$ cat src/rtl/rmst_pkg.sv
// shared types and constants for the range max / sum tree block
// no dependencies
package rmst_pkg;

	localparam int LEAVES_DEF = 131072;
	localparam int IDX_W      = 17;
	localparam int VALUE_W    = 32;
	localparam int OFFSET_W   = 40;
	localparam int ANS_W      = 63;
	localparam int OP_W       = 2;

	localparam logic [OP_W-1:0] OP_LOAD = 2'd0;
	localparam logic [OP_W-1:0] OP_MAX  = 2'd1;
	localparam logic [OP_W-1:0] OP_SUM  = 2'd2;
	localparam logic [OP_W-1:0] OP_ADD  = 2'd3;

	typedef struct packed {
		logic clr_step;
		logic start;
		logic add;
		logic leaf_wr;
		logic up_rd;
		logic up_wr;
		logic walk_init;
		logic walk_rd;
		logic walk_acc;
		logic mul;
		logic out_load;
	} dp_cmd_t;

	typedef struct packed {
		logic clr_done;
		logic is_load;
		logic is_add;
		logic load_ok;
		logic bad;
		logic up_last;
		logic walk_done;
	} dp_sts_t;

endpackage

$ cat src/rtl/rmst_ctrl.sv
// controller state machine of the range max / sum tree block
// depends on rmst_pkg
module rmst_ctrl
	import rmst_pkg::*;
(
	input  logic    clk,
	input  logic    arst_n,
	input  logic    s_tvalid,
	output logic    s_tready,
	output logic    m_tvalid,
	input  logic    m_tready,
	input  dp_sts_t sts,
	output dp_cmd_t cmd
);

	localparam logic [3:0] ST_CLEAR    = 4'd0;
	localparam logic [3:0] ST_IDLE     = 4'd1;
	localparam logic [3:0] ST_DECODE   = 4'd2;
	localparam logic [3:0] ST_UP_RD    = 4'd3;
	localparam logic [3:0] ST_UP_WR    = 4'd4;
	localparam logic [3:0] ST_WALK_RD  = 4'd5;
	localparam logic [3:0] ST_WALK_ACC = 4'd6;
	localparam logic [3:0] ST_MUL      = 4'd7;
	localparam logic [3:0] ST_FIN      = 4'd8;

	logic [3:0] state_q, state_d;
	logic       out_vld_q;
	logic       out_free;

	assign out_free = !out_vld_q || m_tready;
	assign s_tready = (state_q == ST_IDLE);
	assign m_tvalid = out_vld_q;

	always_comb begin
		state_d = state_q;
		cmd     = '0;
		unique case (state_q)
			ST_CLEAR: begin
				cmd.clr_step = 1'b1;
				if (sts.clr_done) state_d = ST_IDLE;
			end
			ST_IDLE: begin
				if (s_tvalid) begin
					cmd.start = 1'b1;
					state_d   = ST_DECODE;
				end
			end
			ST_DECODE: begin
				if (sts.is_add) begin
					cmd.add = 1'b1;
					state_d = ST_IDLE;
				end else if (sts.is_load) begin
					if (sts.load_ok) begin
						cmd.leaf_wr = 1'b1;
						state_d     = ST_UP_RD;
					end else begin
						state_d = ST_IDLE;
					end
				end else if (sts.bad) begin
					state_d = ST_FIN;
				end else begin
					cmd.walk_init = 1'b1;
					state_d       = ST_WALK_RD;
				end
			end
			ST_UP_RD: begin
				cmd.up_rd = 1'b1;
				state_d   = ST_UP_WR;
			end
			ST_UP_WR: begin
				cmd.up_wr = 1'b1;
				state_d   = sts.up_last ? ST_IDLE : ST_UP_RD;
			end
			ST_WALK_RD: begin
				if (sts.walk_done) begin
					state_d = ST_MUL;
				end else begin
					cmd.walk_rd = 1'b1;
					state_d     = ST_WALK_ACC;
				end
			end
			ST_WALK_ACC: begin
				cmd.walk_acc = 1'b1;
				state_d      = ST_WALK_RD;
			end
			ST_MUL: begin
				cmd.mul = 1'b1;
				state_d = ST_FIN;
			end
			ST_FIN: begin
				if (out_free) begin
					cmd.out_load = 1'b1;
					state_d      = ST_IDLE;
				end
			end
			default: state_d = ST_IDLE;
		endcase
	end

	always_ff @(posedge clk or negedge arst_n) begin
		if (!arst_n) begin
			state_q   <= ST_CLEAR;
			out_vld_q <= 1'b0;
		end else begin
			state_q <= state_d;
			if (cmd.out_load) begin
				out_vld_q <= 1'b1;
			end else if (m_tready) begin
				out_vld_q <= 1'b0;
			end
		end
	end

endmodule

$ cat config.mk
export PLATFORM = sky130hd
export DESIGN_NAME = rmst_ctrl
export DESIGN_NICKNAME = d
export VERILOG_FILES = /design/src/rtl/rmst_pkg.sv /design/src/rtl/rmst_ctrl.sv
export SDC_FILE = /design/constraint.sdc
export NUM_CORES = 1
export LEC_CHECK = 0
export BUFFER_PORTS_ARGS = -buffer_cell sky130_fd_sc_hd__buf_2
export CORE_AREA = 3 3 40 42
export CTS_CLUSTER_DIAMETER = 40
export CTS_CLUSTER_SIZE = 14
export DETAILED_ROUTE_END_ITERATION = 10
export DIE_AREA = 0 0 43 45
export GPL_TIMING_DRIVEN = 0
export PLACE_DENSITY = 0.72
export SYNTH_ARGS = -nofsm -noshare
export SYNTH_HDL_FRONTEND = slang
export SYNTH_SLANG_ARGS = --single-unit
$ cat constraint.sdc
create_clock -name clk -period 3.3 [get_ports clk]
set_input_delay 0.33 -clock clk [delete_from_list [all_inputs] [get_ports clk]]
set_output_delay 0.33 -clock clk [all_outputs]
set_load 0.1 [all_outputs]
# [After elaboration in Yosys (flattened, before gate mapping)]
# Index checks and enable logic that the tools add are counted.
# Widths: inputs -> output; s select.
[totals] reg_bits=5 latchBits=0 ramBits=0 romBits=0 in_bits=11 n_memories=0
[classes] addsub=0 multipliers=0 div=0 order_cmp=0 eq_ne=11 shifts=0 mux=32 bitwise_logic=0 reduce_logical=5
[ops] operator="$pmux 4 s9" count=1
[ops] operator="$mux 4" count=6
[ops] operator="$mux 1" count=22
[ops] operator="$eq 4x3->1 const B" count=4
[ops] operator="$eq 4x2->1 const B" count=2
[ops] operator="$mux 2" count=3
[ops] operator="$ne 2x2->1 const B" count=3
[ops] operator="$eq 4x1->1 const B" count=1
[ops] operator="$eq 4x4->1 const B" count=1
[ops] operator="$logic_not 4->1" count=1
[ops] operator="$reduce_and 3->1" count=1
[ops] operator="$reduce_bool 2->1" count=1
[ops] operator="$logic_not 1->1" count=1
[ops] operator="$logic_or 1x1->1" count=1

# [Depth between registers and ports, before layout]
[logic_depth] word_depth=5 ltp_mapped=4 ltp_nobuf=3

# [Least setup slack after synthesis]
# OpenSTA, ideal clock, no wires.
[synth_timing] kind="register to output" from="reg state_q[0]" to="out cmd[9] (netlist bit)" t_arrival_ns=3.649 slack_ns=-0.679 stages_incl_launch_ff=5 path_buffers=1 path_cell_list="dfrtp_1 > buf_4 > nand2b_1 > nor3_1 > and2_1"
[synth_lines] item="start, declared" line_no="rmst_ctrl.sv:26" rtl="logic [3:0] state_q, state_d;"
[synth_lines] item="start signal, assigned" line_no="rmst_ctrl.sv:105" rtl="state_q <= state_d;"
[synth_lines] item="end, declared" line_no="rmst_ctrl.sv:13" rtl="output dp_cmd_t cmd"

==> flow_metrics.tcl <==
set metrics [dict create \
    status "completed" \
    area_delta_synth_final_pct 41.7 \
    die_y_um 45 \
    tightest_slew_ns 0.458 \
    final_core_util_pct 48.0 \
    totalWireLength_um 1150 \
    layout-drive-gt1-share_pct 44.4 \
    mappedNetlistArea_um2 435 \
    route.detailed.vias_per_inst 4.98 \
    routed-wl-met3_um 96 \
    drt-pass1-iter-count 4 \
    clock_sinks 5 \
    maxCapViolations 0 \
    post_drt_wl_per_cell_um 12.0 \
    dr.first_iter.drc_count 13 \
    detail-route-antenna-nets 0 \
    post_synth_xor_area_fraction_pct 0 \
    synth.mux.area_fraction_pct 0 \
    cts_tree "done" \
    timing.setup.tns_ns 0 \
    htree_num_levels 1 \
    clock-root-buffer "sky130_fd_sc_hd__clkbuf_4" \
    cts-buffers-inserted 3 \
    first_global_vias 431 \
    layout_net_count 93 \
    netlist-cell-type-count 26 \
    drcViolationCount 0 \
    dp_hpwl_um 898 \
    critPathSlowestCell "sky130_fd_sc_hd__or4b_4" \
    register_area_um2 125 \
    setup_viol 0 \
    finalWorstPathRequiredPeriod_ns 2.19 \
    clock.fmax_ghz 0.457 \
    maxSlewHeadroom_pct 68.7 \
    multiInputGateArea_um2 275 \
    syn-mean-instance-area_um2 8.22 \
    critical_path_arrival_ns 1.86 \
    hold_viol_final 0 \
    setup_slack_ns 1.11 \
    critical_path.reg2reg.startpoint "state_q[2]" \
    synth_top_family_by_area "simple AND/OR/NAND/NOR gates" \
    antennaDiodeCount 0 \
    mappedNetlistNets 64 \
    via_count 478 \
    die-area_um2 1940 \
    layout_commonest_cell "sky130_fd_sc_hd__buf_2" \
    pin_count_of_the_biggest_net_entering_global_routing 11 \
    crit_path_max_incr_delay_ns 0.56 \
    layout.cells.most_common_list "sky130_fd_sc_hd__buf_2 (24), sky130_fd_sc_hd__nor2_1 (5), sky130_fd_sc_hd__nand2b_1 (5), sky130_fd_sc_hd__dfrtp_1 (5)" \
    start_kind "register" \
    crit_path_cell_trace "buf_6 > or4b_4 > nor2b_1 > buf_2" \
    floorplan.io_pins 24 \
    final_max_slew_viol_count 0 \
    yosys.area_share.simple_pct 43.1 \
    number_of_setup_buffers_added_after_cts 0 \
    layout.filler_cells 135 \
    post_synth_main_area_contributors "sky130_fd_sc_hd__dfrtp_1 (29%), sky130_fd_sc_hd__nand2b_1 (7.2%), sky130_fd_sc_hd__nor3_1 (5.7%)" \
    port_buffers 23 \
    netlist.top_cell.by_area "sky130_fd_sc_hd__dfrtp_1" \
    yosysSeqAreaShare_pct 28.7 \
    grt_setup_unrepaired "false" \
    initial_core_util_pct 33.9 \
    place_ws_ns 1.37 \
    layout_worst_path_cycle_share_pct 66.3 \
    cts.reportedPaths.clkPinSlew_ns 0.04 \
    worst_clock_skew_ns 0.00858 \
    grt_util_all_layers_pct 13.3 \
    routed.top_layer "met4" \
    placementRows 13 \
    synth_adder_area_share_pct 0 \
    post_synth_inst_count 53 \
    clk-insertion-delay-late_ns 0.26 \
    critical_path_required_ns 2.97 \
    clockBufferDepth 2 \
    yosysWarningCount 0 \
    placeableCoreArea_um2 1280 \
    synth.ff_latch_count 5 \
    die_width_um 43 \
    crit_fanout 10 \
    timing.setup.critical_path_class "reg2out" \
    grt-ovfl-total 0 \
    min-delay-path-class "in2reg" \
    globalplace.congestion 0.779 \
    detailroute.wirelength.met2_um 562 \
    crit_path_start "state_q[2]" \
    grt_pass1_wl_um 1820 \
    netlist.area_leader.share_pct 28.7 \
    synth-compound-area-share_pct 17.5 \
    route.layer.met1.wl_um 474 \
    min-delay-start "sts[2]" \
    antenna_violations_before_repair 0 \
    crit_path_end_kind "output pin" \
]
[stage by stage]
step                area (µm²)  hold WS [ns]  cells
floorplan                  447        0.0344     53
global placement           581         0.149     91
detailed placement         581         0.156     91
CTS                        617         0.370     96
global route               617         0.368     96
finish                     617         0.369     96
[state kept, by name, summed over array words and instances, names as in the netlist]
signal,count
m_tvalid,1
state_q,4
[path summary, 6_finish.rpt]
check | slack (ns) | cells after the start | to
max in group asynchronous | 2.74 | 2 | state_q[3]
hold / removal | 0.37 | 2 | state_q[3]
hold reg to reg | 0.60 | 2 | state_q[2]
setup reg to reg | 1.89 | 4 | state_q[0]
min in group asynchronous | 0.42 | 2 | state_q[0]
setup / recovery | 1.11 | 4 | cmd[0]
[cells in the mapped netlist (all sizes together)]
cell type,number
and2,2
a31oi,1
nand2,3
dfrtp,5
nor2,6
o21ai,3
a311o,1
a21oi,4
nor4,1
o2bb2ai,1
nor3,5
nor2b,2
a2111oi,1
and4b,1
inv,3
o21a,1
nand2b,5
nor3b,1
or3b,1
or4b,1
buf,4
nor4b,1
[per-layer routing]
layer,vias up,track usage [%]
li1,244,-
met1,209,13.8
met2,22,22.2
met3,3,5.58
met4,0,9.04
met5,-,0
[cell type report]
type                       instances  area share (%)
buffer                             4            5.68
clock buffer                       4            4.26
inverter                           3            1.83
multi-input combinational         41            44.6
sequential                         5            20.3
tap                               15            3.04
timing repair buffer              24            20.3
[critical path, delay by kind of cell, from the launching register on]
family,cells,cell delay (ns)
AND/OR/NAND/NOR,2,0.67
flip-flops,1,0.37
buffers and inverters,2,0.56
[cell families after synthesis]
group	Yosys count
compound gates	12
flops	5
buf+inv	7
simple gates	29
[repair_timing]
item | CTS | global route
endpoints found under the setup margin | 0 | 0
hold buffers | 1 | 0
hold endpoints to repair | 5 | 0
gates resized for setup | 0 | 0
Power is not shown: default switching activity piles up to over one toggle a cycle in this logic, so the estimate is an artifact.
